==> config.mk <==
export PLATFORM = sky130hd
export DESIGN_NAME = frame_rate_window_average_flat
export DESIGN_NICKNAME = d
export VERILOG_FILES = /design/src/hw/rtl/frwa_pkg.sv /design/src/hw/rtl/frwa_if.sv /design/src/hw/rtl/frwa_ram.sv /design/src/hw/rtl/frwa_front.sv /design/src/hw/rtl/frwa_queue.sv /design/src/hw/rtl/frwa_back.sv /design/src/hw/rtl/frame_rate_window_average.sv /design/src/flat_wrapper.sv
export SDC_FILE = /design/constraint.sdc
export NUM_CORES = 2
export LEC_CHECK = 0
export ABC_CLOCK_PERIOD_IN_PS = 7950
export BUFFER_PORTS_ARGS = -buffer_cell sky130_fd_sc_hd__buf_2
export CAP_MARGIN = 10
export CELL_PAD_IN_SITES_DETAIL_PLACEMENT = 0
export CELL_PAD_IN_SITES_GLOBAL_PLACEMENT = 2
export CORE_MARGIN = 2
export CORE_UTILIZATION = 49
export DETAILED_ROUTE_END_ITERATION = 10
export PLACE_DENSITY = 0.89
export SYNTH_ARGS = -nofsm -noshare
export SYNTH_HDL_FRONTEND = slang
export SYNTH_SLANG_ARGS = --single-unit
==> constraint.sdc <==
create_clock -name clk -period 7.95 [get_ports clk]
set_input_delay 1.59 -clock clk [delete_from_list [all_inputs] [get_ports clk]]
set_output_delay 1.59 -clock clk [all_outputs]
set_load 0.02 [all_outputs]
==> src/hw/rtl/frwa_pkg.sv <==
package frwa_pkg;

	// field widths fixed by the channel definitions
	localparam int unsigned TS_W      = 32;
	localparam int unsigned OUT_W     = 32;
	localparam int unsigned SAMPLES_W = 5;
	localparam int unsigned FRAC_W    = 8;

	// configuration port
	localparam int unsigned PADDR_W   = 3;
	localparam int unsigned REG_IDX_W = PADDR_W - 2;
	localparam logic [REG_IDX_W-1:0] REG_TPS = 1'b0;
	localparam logic [31:0] TPS_RESET = 32'd100000000;

	// saturated rate
	localparam logic [OUT_W-1:0] RATE_SAT = '1;

	// front sequencer
	typedef enum logic [1:0] {
		F_IDLE = 2'b01,
		F_UPD  = 2'b10
	} front_state_t;

	// back sequencer
	typedef enum logic [3:0] {
		B_IDLE     = 4'b0001,
		B_DIV_MEAN = 4'b0010,
		B_DIV_RATE = 4'b0100,
		B_DONE     = 4'b1000
	} back_state_t;

	// queue status seen by both sides
	typedef struct packed {
		logic full;
		logic empty;
	} frwa_qstat_t;

endpackage

==> src/hw/rtl/frwa_if.sv <==
interface frwa_in_if;
	import frwa_pkg::*;
	logic            valid;
	logic            ready;
	logic [TS_W-1:0] timestamp;

	modport source (output valid, output timestamp, input ready);
	modport sink (input valid, input timestamp, output ready);
endinterface

interface frwa_out_if;
	import frwa_pkg::*;
	logic                 valid;
	logic                 ready;
	logic [OUT_W-1:0]     mean_interval;
	logic [OUT_W-1:0]     frame_rate_q8;
	logic [SAMPLES_W-1:0] samples_held;

	modport source (output valid, output mean_interval, output frame_rate_q8,
		output samples_held, input ready);
	modport sink (input valid, input mean_interval, input frame_rate_q8,
		input samples_held, output ready);
endinterface

==> src/hw/rtl/frwa_ram.sv <==
module frwa_ram #(
	parameter int unsigned WIDTH = 32,
	parameter int unsigned DEPTH = 16,
	localparam int unsigned ADDR_W = (DEPTH > 1) ? $clog2(DEPTH) : 1
) (
	input  logic              clk,
	input  logic              we,
	input  logic [ADDR_W-1:0] waddr,
	input  logic [WIDTH-1:0]  wdata,
	input  logic              re,
	input  logic [ADDR_W-1:0] raddr,
	output logic [WIDTH-1:0]  rdata
);

	logic [WIDTH-1:0] mem_q [DEPTH];

	// write port
	always_ff @(posedge clk) begin
		if (we) begin
			mem_q[waddr] <= wdata;
		end
	end

	// registered read port
	always_ff @(posedge clk) begin
		if (re) begin
			rdata <= mem_q[raddr];
		end
	end

endmodule

==> src/hw/rtl/frwa_front.sv <==
module frwa_front import frwa_pkg::*; #(
	parameter int unsigned WINDOW_DEPTH = 16,
	localparam int unsigned CNT_W  = $clog2(WINDOW_DEPTH + 1),
	localparam int unsigned SUM_W  = TS_W + CNT_W,
	localparam int unsigned SLOT_W = (WINDOW_DEPTH > 1) ? $clog2(WINDOW_DEPTH) : 1
) (
	input  logic             clk,
	input  logic             arst_n,
	frwa_in_if.sink          events,
	input  frwa_qstat_t      qstat,
	output logic             push,
	output logic [SUM_W-1:0] job_sum,
	output logic [CNT_W-1:0] job_cnt
);

	front_state_t      state_q;
	logic              seen_first_q;
	logic [TS_W-1:0]   prev_q;
	logic [SLOT_W-1:0] slot_q;
	logic [CNT_W-1:0]  count_q;
	logic [SUM_W-1:0]  sum_q;
	logic [TS_W-1:0]   ts_s1;
	logic [TS_W-1:0]   old_dt;
	logic              accept;
	logic              full;
	logic [TS_W-1:0]   dt;
	logic [SUM_W-1:0]  sum_nx;
	logic [CNT_W-1:0]  count_nx;
	logic [SLOT_W-1:0] slot_nx;

	// take an item only when the queue can hold its job
	assign events.ready = (state_q == F_IDLE) && !qstat.full;
	assign accept       = events.valid && events.ready;

	// window update from the item held in the upper stage
	assign full     = (count_q == CNT_W'(WINDOW_DEPTH));
	assign dt       = ts_s1 - prev_q;
	assign sum_nx   = sum_q - (full ? SUM_W'(old_dt) : '0) + SUM_W'(dt);
	assign count_nx = full ? count_q : count_q + 1'b1;
	assign slot_nx  = (slot_q == SLOT_W'(WINDOW_DEPTH - 1)) ? '0 : slot_q + 1'b1;

	// interval ring
	frwa_ram #(
		.WIDTH (TS_W),
		.DEPTH (WINDOW_DEPTH)
	) u_ring (
		.clk   (clk),
		.we    (state_q == F_UPD && seen_first_q),
		.waddr (slot_q),
		.wdata (dt),
		.re    (accept),
		.raddr (slot_q),
		.rdata (old_dt)
	);

	// job to the back end
	always_comb begin
		push    = (state_q == F_UPD);
		job_sum = seen_first_q ? sum_nx : sum_q;
		job_cnt = seen_first_q ? count_nx : count_q;
	end

	// sequencer and window state
	always_ff @(posedge clk or negedge arst_n) begin
		if (!arst_n) begin
			state_q      <= F_IDLE;
			seen_first_q <= 1'b0;
			prev_q       <= '0;
			slot_q       <= '0;
			count_q      <= '0;
			sum_q        <= '0;
		end else begin
			unique case (state_q)
				F_IDLE: begin
					if (accept) begin
						state_q <= F_UPD;
					end
				end
				F_UPD: begin
					state_q      <= F_IDLE;
					seen_first_q <= 1'b1;
					prev_q       <= ts_s1;
					if (seen_first_q) begin
						slot_q  <= slot_nx;
						count_q <= count_nx;
						sum_q   <= sum_nx;
					end
				end
				default: state_q <= F_IDLE;
			endcase
		end
	end

	// timestamp of the item in flight
	always_ff @(posedge clk) begin
		if (accept) begin
			ts_s1 <= events.timestamp;
		end
	end

	// window bookkeeping stays in range
	a_count_range: assert property (@(posedge clk) disable iff (!arst_n)
		count_q <= CNT_W'(WINDOW_DEPTH))
		else $error("interval count beyond window depth");

	a_slot_range: assert property (@(posedge clk) disable iff (!arst_n)
		slot_q <= SLOT_W'(WINDOW_DEPTH - 1))
		else $error("write slot beyond window depth");

	// count stays zero until the first event has been seen
	a_count_first: assert property (@(posedge clk) disable iff (!arst_n)
		!seen_first_q |-> count_q == '0)
		else $error("intervals counted before first event");

endmodule

==> src/hw/rtl/frwa_queue.sv <==
module frwa_queue import frwa_pkg::*; #(
	parameter int unsigned WIDTH = 8
) (
	input  logic             clk,
	input  logic             arst_n,
	input  logic             push,
	input  logic [WIDTH-1:0] push_data,
	input  logic             pop,
	output logic [WIDTH-1:0] pop_data,
	output frwa_qstat_t      qstat
);

	logic [WIDTH-1:0] entry_q [2];
	logic             wptr_q;
	logic             rptr_q;
	logic [1:0]       fill_q;

	assign qstat.full  = (fill_q == 2'd2);
	assign qstat.empty = (fill_q == 2'd0);
	assign pop_data    = entry_q[rptr_q];

	// pointers and fill level
	always_ff @(posedge clk or negedge arst_n) begin
		if (!arst_n) begin
			wptr_q <= 1'b0;
			rptr_q <= 1'b0;
			fill_q <= 2'd0;
		end else begin
			if (push) begin
				wptr_q <= ~wptr_q;
			end
			if (pop) begin
				rptr_q <= ~rptr_q;
			end
			fill_q <= fill_q + {1'b0, push} - {1'b0, pop};
		end
	end

	// entries
	always_ff @(posedge clk) begin
		if (push) begin
			entry_q[wptr_q] <= push_data;
		end
	end

	a_no_overflow: assert property (@(posedge clk) disable iff (!arst_n)
		push |-> !qstat.full)
		else $error("push into full queue");

	a_no_underflow: assert property (@(posedge clk) disable iff (!arst_n)
		pop |-> !qstat.empty)
		else $error("pop from empty queue");

endmodule

==> src/hw/rtl/frwa_back.sv <==
module frwa_back import frwa_pkg::*; #(
	parameter int unsigned WINDOW_DEPTH = 16,
	localparam int unsigned CNT_W  = $clog2(WINDOW_DEPTH + 1),
	localparam int unsigned SUM_W  = TS_W + CNT_W,
	localparam int unsigned NUM_W  = TS_W + FRAC_W + CNT_W,
	localparam int unsigned STEP_W = $clog2(NUM_W)
) (
	input  logic             clk,
	input  logic             arst_n,
	input  logic [31:0]      tps,
	input  frwa_qstat_t      qstat,
	input  logic [SUM_W-1:0] job_sum,
	input  logic [CNT_W-1:0] job_cnt,
	output logic             pop,
	frwa_out_if.source       results
);

	back_state_t          state_q;
	logic                 out_valid_q;
	logic [SUM_W-1:0]     sum_q;
	logic [CNT_W-1:0]     cnt_q;
	logic [TS_W+CNT_W-1:0] prod_q;
	logic [SUM_W-1:0]     den_q;
	logic [SUM_W-1:0]     rem_q;
	logic [NUM_W-1:0]     quo_q;
	logic [STEP_W-1:0]    step_q;
	logic [OUT_W-1:0]     mean_q;
	logic [OUT_W-1:0]     rate_q;
	logic [OUT_W-1:0]     mean_out_q;
	logic [OUT_W-1:0]     rate_out_q;
	logic [CNT_W+4:0]     cnt_out_q;
	logic [SUM_W:0]       rem_sh;
	logic [SUM_W:0]       rem_sub;
	logic                 ge;
	logic [SUM_W-1:0]     rem_nx;
	logic [NUM_W-1:0]     quo_nx;
	logic                 last_step;
	logic                 load_out;

	// one restoring division step per cycle
	assign rem_sh    = {rem_q, quo_q[NUM_W-1]};
	assign ge        = rem_sh >= {1'b0, den_q};
	assign rem_sub   = rem_sh - {1'b0, den_q};
	assign rem_nx    = ge ? rem_sub[SUM_W-1:0] : rem_sh[SUM_W-1:0];
	assign quo_nx    = {quo_q[NUM_W-2:0], ge};
	assign last_step = (step_q == '0);

	assign pop      = (state_q == B_IDLE) && !qstat.empty;
	assign load_out = (state_q == B_DONE) && (!out_valid_q || results.ready);

	// result register
	assign results.valid         = out_valid_q;
	assign results.mean_interval = mean_out_q;
	assign results.frame_rate_q8 = rate_out_q;
	assign results.samples_held  = cnt_out_q[SAMPLES_W-1:0];

	// sequencer
	always_ff @(posedge clk or negedge arst_n) begin
		if (!arst_n) begin
			state_q     <= B_IDLE;
			out_valid_q <= 1'b0;
		end else begin
			if (load_out) begin
				out_valid_q <= 1'b1;
			end else if (results.ready) begin
				out_valid_q <= 1'b0;
			end
			unique case (state_q)
				B_IDLE: begin
					if (pop) begin
						state_q <= (job_cnt == '0) ? B_DONE : B_DIV_MEAN;
					end
				end
				B_DIV_MEAN: begin
					if (last_step) begin
						state_q <= (sum_q == '0) ? B_DONE : B_DIV_RATE;
					end
				end
				B_DIV_RATE: begin
					if (last_step) begin
						state_q <= B_DONE;
					end
				end
				B_DONE: begin
					if (load_out) begin
						state_q <= B_IDLE;
					end
				end
				default: state_q <= B_IDLE;
			endcase
		end
	end

	// divider datapath and results
	always_ff @(posedge clk) begin
		prod_q <= tps * cnt_q;
		unique case (state_q)
			B_IDLE: begin
				sum_q  <= job_sum;
				cnt_q  <= job_cnt;
				quo_q  <= NUM_W'(job_sum);
				den_q  <= SUM_W'(job_cnt);
				rem_q  <= '0;
				step_q <= STEP_W'(NUM_W - 1);
				mean_q <= '0;
				rate_q <= '0;
			end
			B_DIV_MEAN: begin
				step_q <= step_q - 1'b1;
				rem_q  <= rem_nx;
				quo_q  <= quo_nx;
				if (last_step) begin
					mean_q <= quo_nx[OUT_W-1:0];
					rate_q <= RATE_SAT;
					quo_q  <= {prod_q, FRAC_W'(0)};
					den_q  <= sum_q;
					rem_q  <= '0;
					step_q <= STEP_W'(NUM_W - 1);
				end
			end
			B_DIV_RATE: begin
				step_q <= step_q - 1'b1;
				rem_q  <= rem_nx;
				quo_q  <= quo_nx;
				if (last_step) begin
					rate_q <= (quo_nx[NUM_W-1:OUT_W] != '0) ? RATE_SAT
						: quo_nx[OUT_W-1:0];
				end
			end
			B_DONE: begin
				if (load_out) begin
					mean_out_q <= mean_q;
					rate_out_q <= rate_q;
					cnt_out_q  <= (CNT_W + 5)'(cnt_q);
				end
			end
			default: begin
				step_q <= '0;
			end
		endcase
	end

	// the rate division never runs on an empty sum
	a_rate_den: assert property (@(posedge clk) disable iff (!arst_n)
		state_q == B_DIV_RATE |-> den_q != '0)
		else $error("rate division with zero sum");

	// an empty window always reports zero mean and rate
	a_empty_zero: assert property (@(posedge clk) disable iff (!arst_n)
		(state_q == B_DONE && cnt_q == '0) |-> (mean_q == '0 && rate_q == '0))
		else $error("nonzero result for empty window");

	// a pending result is never overwritten
	a_hold_result: assert property (@(posedge clk) disable iff (!arst_n)
		(out_valid_q && !results.ready) |=> $stable(mean_out_q))
		else $error("pending result overwritten");

endmodule

==> src/hw/rtl/frame_rate_window_average.sv <==
// Frame rate meter over a moving window of frame intervals.
// events carries one timestamp per frame (free-running tick counter,
// wraps at 2^32); results returns one item per event: the mean interval
// in ticks, the frame rate in unsigned Q24.8 and the number of intervals
// held. The first event after reset only records its time and reports
// an empty window. ticks_per_second sits at APB address 0.
// The front end takes an item in its idle state and updates the interval ring
// (a RAM with registered read) in its update state, so it takes no new item
// before the update is done, and only while the two-entry job queue has room.
// The back end runs a one-bit-per-cycle restoring divider for the mean and
// then for the rate; its divisions set the sustained rate. For an empty
// window both divisions are skipped, for an all-zero sum only the rate one.
// A result waits in the output register while results.ready is low; the
// back end keeps working on the next job and the front keeps taking
// items until the queue fills, then events.ready drops.
// Reset clears the window, the first-event flag and restores
// ticks_per_second to 100000000.
module frame_rate_window_average import frwa_pkg::*; #(
	parameter int unsigned WINDOW_DEPTH = 16,
	localparam int unsigned CNT_W = $clog2(WINDOW_DEPTH + 1),
	localparam int unsigned SUM_W = TS_W + CNT_W
) (
	input  logic               clk,
	input  logic               arst_n,
	frwa_in_if.sink            events,
	frwa_out_if.source         results,
	input  logic               psel,
	input  logic               penable,
	input  logic               pwrite,
	input  logic [PADDR_W-1:0] paddr,
	input  logic [31:0]        pwdata,
	output logic [31:0]        prdata,
	output logic               pready
);

	logic [31:0]          tps_q;
	logic [REG_IDX_W-1:0] reg_idx;
	logic                 push;
	logic                 pop;
	logic [SUM_W-1:0]     job_sum;
	logic [CNT_W-1:0]     job_cnt;
	logic [SUM_W-1:0]     q_sum;
	logic [CNT_W-1:0]     q_cnt;
	frwa_qstat_t          qstat;

	// register access
	assign pready  = 1'b1;
	assign reg_idx = paddr[PADDR_W-1:2];

	always_comb begin
		prdata = '0;
		if (reg_idx == REG_TPS) begin
			prdata = tps_q;
		end
	end

	always_ff @(posedge clk or negedge arst_n) begin
		if (!arst_n) begin
			tps_q <= TPS_RESET;
		end else if (psel && penable && pwrite && pready && reg_idx == REG_TPS) begin
			tps_q <= pwdata;
		end
	end

	// intake and window update
	frwa_front #(
		.WINDOW_DEPTH (WINDOW_DEPTH)
	) u_front (
		.clk     (clk),
		.arst_n  (arst_n),
		.events  (events),
		.qstat   (qstat),
		.push    (push),
		.job_sum (job_sum),
		.job_cnt (job_cnt)
	);

	// job queue between front and back
	frwa_queue #(
		.WIDTH (SUM_W + CNT_W)
	) u_queue (
		.clk       (clk),
		.arst_n    (arst_n),
		.push      (push),
		.push_data ({job_sum, job_cnt}),
		.pop       (pop),
		.pop_data  ({q_sum, q_cnt}),
		.qstat     (qstat)
	);

	// divisions and result register
	frwa_back #(
		.WINDOW_DEPTH (WINDOW_DEPTH)
	) u_back (
		.clk     (clk),
		.arst_n  (arst_n),
		.tps     (tps_q),
		.qstat   (qstat),
		.job_sum (q_sum),
		.job_cnt (q_cnt),
		.pop     (pop),
		.results (results)
	);

endmodule

==> src/flat_wrapper.sv <==
// flat-port wrapper written by rule: the top's interface ports become plain ports
module frame_rate_window_average_flat import frwa_pkg::*;
#(
	parameter int unsigned WINDOW_DEPTH = 16,
	localparam int unsigned CNT_W = $clog2(WINDOW_DEPTH + 1),
	localparam int unsigned SUM_W = TS_W + CNT_W
)
  (clk, arst_n, psel, penable, pwrite, paddr, pwdata, prdata, pready, events_valid, events_timestamp, events_ready, results_valid, results_mean_interval, results_frame_rate_q8, results_samples_held, results_ready);
  frwa_in_if events_i ();
  frwa_out_if results_i ();
  input  logic clk;
  input  logic arst_n;
  input  logic psel;
  input  logic penable;
  input  logic pwrite;
  input  logic [PADDR_W-1:0] paddr;
  input  logic [31:0] pwdata;
  output logic [31:0] prdata;
  output logic pready;
  input wire logic [$bits(events_i.valid)-1:0] events_valid;
  input wire logic [$bits(events_i.timestamp)-1:0] events_timestamp;
  output wire logic [$bits(events_i.ready)-1:0] events_ready;
  output wire logic [$bits(results_i.valid)-1:0] results_valid;
  output wire logic [$bits(results_i.mean_interval)-1:0] results_mean_interval;
  output wire logic [$bits(results_i.frame_rate_q8)-1:0] results_frame_rate_q8;
  output wire logic [$bits(results_i.samples_held)-1:0] results_samples_held;
  input wire logic [$bits(results_i.ready)-1:0] results_ready;
  assign events_i.valid = events_valid;
  assign events_i.timestamp = events_timestamp;
  assign events_ready = events_i.ready;
  assign results_valid = results_i.valid;
  assign results_mean_interval = results_i.mean_interval;
  assign results_frame_rate_q8 = results_i.frame_rate_q8;
  assign results_samples_held = results_i.samples_held;
  assign results_i.ready = results_ready;
  frame_rate_window_average #(.WINDOW_DEPTH(WINDOW_DEPTH)) u_core (.clk(clk), .arst_n(arst_n), .events(events_i), .results(results_i), .psel(psel), .penable(penable), .pwrite(pwrite), .paddr(paddr), .pwdata(pwdata), .prdata(prdata), .pready(pready));
endmodule
# Word-level counts from Yosys, hierarchy flattened
# Memories as Yosys holds them, arrays and structs flattened. A register that Yosys moved wholly into a read port is not among the register bits.
# Index checks and enable logic that the tools add are counted.
[op_classes]
add_sub_neg = 9
n_mul = 1
magnitude_cmp = 1
eq_ne = 14
mux = 36
bitwise_logic = 3
n_reduce_logical = 25
[ops]
columns = ["op", "n"]
rows = [
  ["$mux W32", 6],
  ["$mux W37", 4],
  ["$pmux W45 S3", 1],
  ["$pmux W37 S3", 1],
  ["$pmux W32 S3", 1],
  ["$pmux W37 S2", 1],
  ["$pmux W32 S2", 1],
  ["$mux W45", 1],
  ["$ge A38 B37 Y1", 1],
  ["$add A37 B32 Y37", 1],
  ["$logic_not A37 Y1", 1],
  ["$mul A32 B5 Y37", 1],
  ["$sub A37 B32 Y37", 1],
  ["$sub A37 B37 Y37", 1],
  ["$sub A32 B32 Y32", 1],
  ["$mux W4", 7],
  ["$pmux W6 S4", 1],
  ["$pmux W4 S4", 1],
  ["$reduce_bool A13 Y1", 1],
  ["$mux W5", 2],
  ["$eq A4 B4 Y1 const B", 2],
  ["$logic_and A1 B1 Y1", 8],
  ["$ne A2 B2 Y1 const B", 4],
  ["$logic_not A6 Y1", 1],
  ["25 further kinds", 39],
]
[totals]
register_bits = 491
mem_bits_rw = 596
inputBits = 74
memories = 2
[memory_table]
columns = ["name", "words", "width", "read_ports", "rd_ports_with_merged_regs", "wr", "line_no", "rtl"]
rows = [
  ["u_core.u_front.u_ring.mem_q", 16, 32, 1, 1, 1, "frwa_ram.sv:15", "logic [WIDTH-1:0] mem_q [DEPTH];"],
  ["u_core.u_queue.entry_q", 2, 42, 1, 0, 1, "frwa_queue.sv:13", "logic [WIDTH-1:0] entry_q [2];"],
]

# Depth between registers and ports, before layout
[logic_depth]
ltp_word = 6
mapped_depth = 25
mapped_depth_nobuf = 25

# By module
# Synthesis repeated with hierarchy kept, for this count alone.
[hier_totals]
hier_cells = 3934
hier_area_um2 = 54190.7
[modules_own_cells]
columns = ["mod", "instances", "cells_per_inst", "area_each_um2", "seq_area_each_um2"]
rows = [
  ["frwa_ram", 1, 838, 20155.6, 16335.7],
  ["frwa_back", 1, 1740, 19555.0, 9875.7],
  ["frwa_front", 1, 1105, 9481.6, 2989.1],
  ["frwa_queue", 1, 146, 3429.5, 2622.5],
  ["frame_rate_window_average", 1, 105, 1569.0, 815.8],
]

# Worst setup path before layout
# Ideal clock, no wire load.
[synth_path]
kind = "input port to flip-flop"
from = "in results_ready"
to = "reg u_core.u_back.cnt_out_q[0] (enable)"
setup_time_ps = 504
arrival_time_ps = 4807
required_time_ps = 7446
setup_slack_ps = 2639
path_stages = 2
path_buffers = 0
cell_sequence = "nand2b_1 > nor2b_1"
[synth_between]
elab_chain_cells = 3
[synth_lines]
columns = ["element", "line_no", "rtl"]
rows = [
  ["from (decl)", "flat_wrapper.sv:27", "input wire logic [$bits(results_i.ready)-1:0] results_ready;"],
  ["$logic_or A1 B1 Y1", "frwa_back.sv:49", "assign load_out = (state_q == B_DONE) && (!out_valid_q || results.ready);"],
  ["$logic_and A1 B1 Y1", "frwa_back.sv:49", ""],
  ["via u_core.u_back.load_out", "frwa_back.sv:38", "logic load_out;"],
  ["$reduce_and A2 Y1 (no source line)", "n/a", ""],
  ["to (signal assigned)", "frwa_back.sv:134", "cnt_out_q <= (CNT_W + 5)'(cnt_q);"],
  ["to (decl)", "frwa_back.sv:31", "logic [CNT_W+4:0] cnt_out_q;"],
]
# The timed path passes the listed nets, and every way through them passes these cells.
# A chain may end at the register's enable or synchronous reset.

# Worst setup path after layout
[layout_path]
from = "reg u_core.u_front.ts_s1[0]"
to = "mem u_core.u_queue.entry_q[0][37] (netlist name), data pin"
[layout_between]
elab_chain_cells = 3
[layout_lines]
columns = ["element", "line_no", "rtl"]
rows = [
  ["from (decl)", "frwa_front.sv:22", "logic [TS_W-1:0] ts_s1;"],
  ["from (signal assigned)", "frwa_front.sv:97", "ts_s1 <= events.timestamp;"],
  ["$sub A32 B32 Y32", "frwa_front.sv:37", "assign dt = ts_s1 - prev_q;"],
  ["$add A37 B32 Y37", "frwa_front.sv:38", "assign sum_nx = sum_q - (full ? SUM_W'(old_dt) : '0) + SUM_W'(dt);"],
  ["$mux W37", "n/a", ""],
  ["via u_core.job_sum[32]", "frame_rate_window_average.sv:40", "logic [SUM_W-1:0] job_sum;"],
  ["to (decl)", "frwa_queue.sv:13", ""],
]
# The timed path passes the listed nets, and every way through them passes these cells.

==> impl_metrics.py <==
metrics = {
    "sta": {
        "relSlewSlack_pct": 18.1,
        "setup_viol": 0,
        "worst-slew-pin-transition_ns": 1.22,
        "maxSlewViolCount": 0,
        "period_needed_ns": 6.23,
        "period_share_pct": 78.4,
        "final.setup.tns_ns": 0,
        "rsz0062_at_grt": "false",
        "clock.fmax_ghz": 0.160,
        "finalClockSkew_ns": 0.0812,
        "hold_viol": 0,
    },
    "min_path": {
        "hp-class": "reg -> reg",
        "min_path_cells": 0,
    },
    "finish": {
        "diodes": 0,
        "layout.nets": 4321,
        "layout-drive-gt1-share_pct": 17.5,
        "nFillCells": 8677,
        "final_util_pct": 55.1,
        "multi_input_area_um2": 19000,
        "seqCellArea_um2": 32700,
        "synthToLayoutAreaGrowth_pct": 12.0,
    },
    "cts": {
        "cts_repair_resize_count": 0,
        "clkTransAtPathRegs_ns": 0.06,
        "clockBufferDepth": 3,
        "cts_tree": "done",
        "numCtsBuffers": 112,
        "cts.sinks": 1119,
        "root_buffer": "clkbuf_16",
        "h-tree-depth": 3,
        "postCtsHoldBufs": 0,
        "clk_latency_ns": 0.73,
        "post-cts-setup-buffers": 0,
    },
    "grt": {
        "grt_max_degree": 83,
        "grt_pass1_vias": 31162,
        "grt_first_pass_wirelength_mm": 186,
        "grt_use_total_pct": 21.7,
        "antenna_found_initial": 6,
        "overflow": 0,
    },
    "worst_setup_path": {
        "rrSetupSlack_ns": 1.72,
        "rr_worst_depth": 23,
        "startpoint_type": "flop",
        "crit_end": "u_core.u_queue.entry_q[0][37]",
        "startpoint": "u_core.u_front.ts_s1[0]",
        "crit_required_ns": 8.40,
        "arrival_ns": 6.68,
        "r2r-end": "u_core.u_queue.entry_q[0][37]",
        "critPathKind": "reg -> reg",
        "r2r_start": "u_core.u_front.ts_s1[0]",
        "endpoint_kind": "flop",
        "path_max_fanout": 6,
    },
    "synthesis": {
        "synth_area_leader_cell": "edfxtp_1",
        "synth_area_leaders": "edfxtp_1 (54%), mux4_2 (6.8%), dfrtp_1 (5.1%), fa_1 (4.7%), ha_1 (3.7%)",
        "yosysTopAreaCellShare_pct": 54.1,
        "ys_warn_count": 0,
        "synth_nets": 4124,
        "syn_area_um2": 53300,
        "synth_edf_count": 960,
        "synth-seq-area-share_pct": 61.2,
        "syn_avg_cell_area_um2": 14.2,
        "synth_seq_cells": 1119,
        "synthCells": 3767,
        "synthFlopType": "edfxtp_1",
        "ys_async_sr_fraction_pct": 10.9,
        "yosys.cell_types.count": 87,
    },
    "placement": {
        "port_buffers": 174,
        "dp.final_hpwl_mm": 78.8,
        "place_congestion": 0.868,
    },
    "drt": {
        "viasPerCell": 5.59,
        "final_antenna_net_count": 0,
        "via_count": 30607,
        "wirelength_mm": 120,
        "first_pass_iters": 7,
        "wl_per_cell_um": 21.9,
        "drc": 0,
        "drtIter0Drc": 2203,
    },
    "die": {
        "ios": 178,
        "placementRows": 121,
        "dieArea_um2": 111000,
        "chipHeight_um": 334,
        "initial_core_util_pct": 49.2,
        "die_w_um": 334,
        "core-area_um2": 108000,
    },
    "flow_run": {
        "maxCapViolations": 0,
    },
    "run_status": {
        "outcome": "complete, no violations",
    },
}
-- logic make-up (layout without fill, tap and decap cells) --
group           count (synthesis)  in the layout  synth area share (%)
compound gates                559            559                  7.05
buf+inv                       462            754                  3.33
mux                           278            278                  9.18
simple gates                  930            930                  8.63
fa+ha+maj                     283            283                  8.39
other cells                     1              1               0.00703
flops                        1119           1119                  61.2
xor+xnor                      135            135                  2.22
-- cell usage in the layout, fill, tap and decap left out, types with 47 or more instances in the layout --
| cell type | netlist | layout |
|---|---|---|
| a21o_1 | 77 | 77 |
| a21oi_1 | 119 | 119 |
| and2_1 | 151 | 149 |
| and3_1 | 89 | 89 |
| buf_2 | 2 | 173 |
| buf_4 | 2 | 53 |
| clkbuf_16 | 0 | 112 |
| dfrtp_1 | 108 | 103 |
| edfxtp_1 | 960 | 960 |
| fa_1 | 124 | 124 |
| ha_1 | 159 | 159 |
| inv_1 | 317 | 313 |
| mux2_2 | 88 | 88 |
| mux4_2 | 160 | 160 |
| nand2_1 | 280 | 280 |
| nand3_1 | 47 | 47 |
| nor2_1 | 186 | 183 |
| nor2b_1 | 52 | 50 |
| o21ai_0 | 139 | 139 |
| xnor2_1 | 79 | 79 |
| xor2_1 | 56 | 56 |
-- sequential cells by signal, summed over array words and instances, names as in the netlist, 37 cells and up --
| signal | count |
|---|---|
| u_core.u_back.quo_q | 45 |
| u_core.u_front.u_ring.mem_q | 512 |
| u_core.u_front.sum_q | 37 |
| u_core.u_back.rem_q | 37 |
| u_core.u_back.prod_q | 37 |
| u_core.u_back.sum_q | 37 |
| u_core.u_queue.entry_q | 84 |
| u_core.u_back.den_q | 37 |
-- synth_stat cells, types with 11 or more instances --
| cell | instances |
|---|---|
| edfxtp_1 | 960 |
| inv_1 | 317 |
| nand2_1 | 280 |
| nor2_1 | 186 |
| mux4_2 | 160 |
| ha_1 | 159 |
| and2_1 | 151 |
| o21ai_0 | 139 |
| fa_1 | 124 |
| a21oi_1 | 119 |
| dfrtp_1 | 108 |
| clkbuf_1 | 105 |
| and3_1 | 89 |
| mux2_2 | 88 |
| xnor2_1 | 79 |
| a21o_1 | 77 |
| xor2_1 | 56 |
| nor2b_1 | 52 |
| nand3_1 | 47 |
| dfxtp_1 | 37 |
| nor3_1 | 35 |
| a221o_1 | 31 |
| buf_1 | 31 |
| mux2i_1 | 30 |
| o21a_1 | 22 |
| o21bai_1 | 22 |
| a211oi_1 | 20 |
| nand2b_1 | 20 |
| a22o_1 | 17 |
| a31oi_1 | 17 |
| nor4_1 | 15 |
| dfstp_2 | 14 |
| nand4_1 | 14 |
| o211ai_1 | 11 |
-- critical path: stages (launching register included) --
cell and delay [ns]:
edfxtp_1 0.36, inv_1 0.07, ha_1 0.22, inv_1 0.08, fa_1 0.47, a211oi_1 0.23, o21bai_1 0.10, a21oi_1 0.45
o32ai_1 0.21, o21ai_0 0.36, nand2_1 0.21, or2_2 0.36, fa_1 0.50, inv_1 0.04, ha_1 0.26, a21o_1 0.17
a21o_1 0.16, a21oi_1 0.23, nand3_1 0.11, a21oi_1 0.23, nor3_1 0.16, a311oi_2 0.52, xnor2_1 0.14, mux2_2 0.30
-- layer usage --
metal | track usage (%) | vias to the layer above | wire length, µm
li1 | - | 14228 | -
met1 | 29.3 | 15416 | 50900
met2 | 36.7 | 800 | 59800
met3 | 2.93 | 161 | 6230
met4 | 6.29 | 2 | 2880
met5 | 0 | - | 13
-- through the flow --
step | hold slack (ns) | setup slack [ns] | std cells | cell area [µm²]
global placement | 0.402 | 1.63 | 5261 | 55900
finish | 0.418 | 1.72 | 5473 | 59700
detailed placement | 0.405 | 1.62 | 5261 | 55900
global route | 0.423 | 1.23 | 5473 | 59700
CTS | 0.419 | 1.55 | 5470 | 59700
floorplan | 0.400 | 2.64 | 3767 | 53300
-- layout make-up --
| cell class | instances | share of cell area [%] |
|---|---|---|
| clock buffers | 133 | 4.89 |
| inverters | 318 | 2.00 |
| flip-flops and latches | 1119 | 54.7 |
| well taps | 1414 | 2.96 |
| clock inverters | 76 | 1.51 |
| repair buffers | 227 | 2.14 |
| multi-input cells | 2186 | 31.8 |
-- worst min path at each step --
stage / start / end / slack (ns)
6_report: u_core.u_back.mean_q[9] / u_core.u_back.results.mean_interval[9] / 0.42
5_1_grt: u_core.u_back.mean_q[9] / u_core.u_back.results.mean_interval[9] / 0.42
4_1_cts: u_core.u_back.mean_q[28] / u_core.u_back.results.mean_interval[28] / 0.42
3_5_place_dp: u_core.u_back.rate_q[8] / u_core.u_back.results.frame_rate_q8[8] / 0.40
3_3_place_gp: u_core.u_back.mean_q[13] / u_core.u_back.results.mean_interval[13] / 0.40
2_1_floorplan: u_core.u_back.rate_q[0] / u_core.u_back.results.frame_rate_q8[0] / 0.40
Power is left out: the tool's default activity adds up to more than one toggle a clock period on the data nets, which glitch-free logic cannot reach.
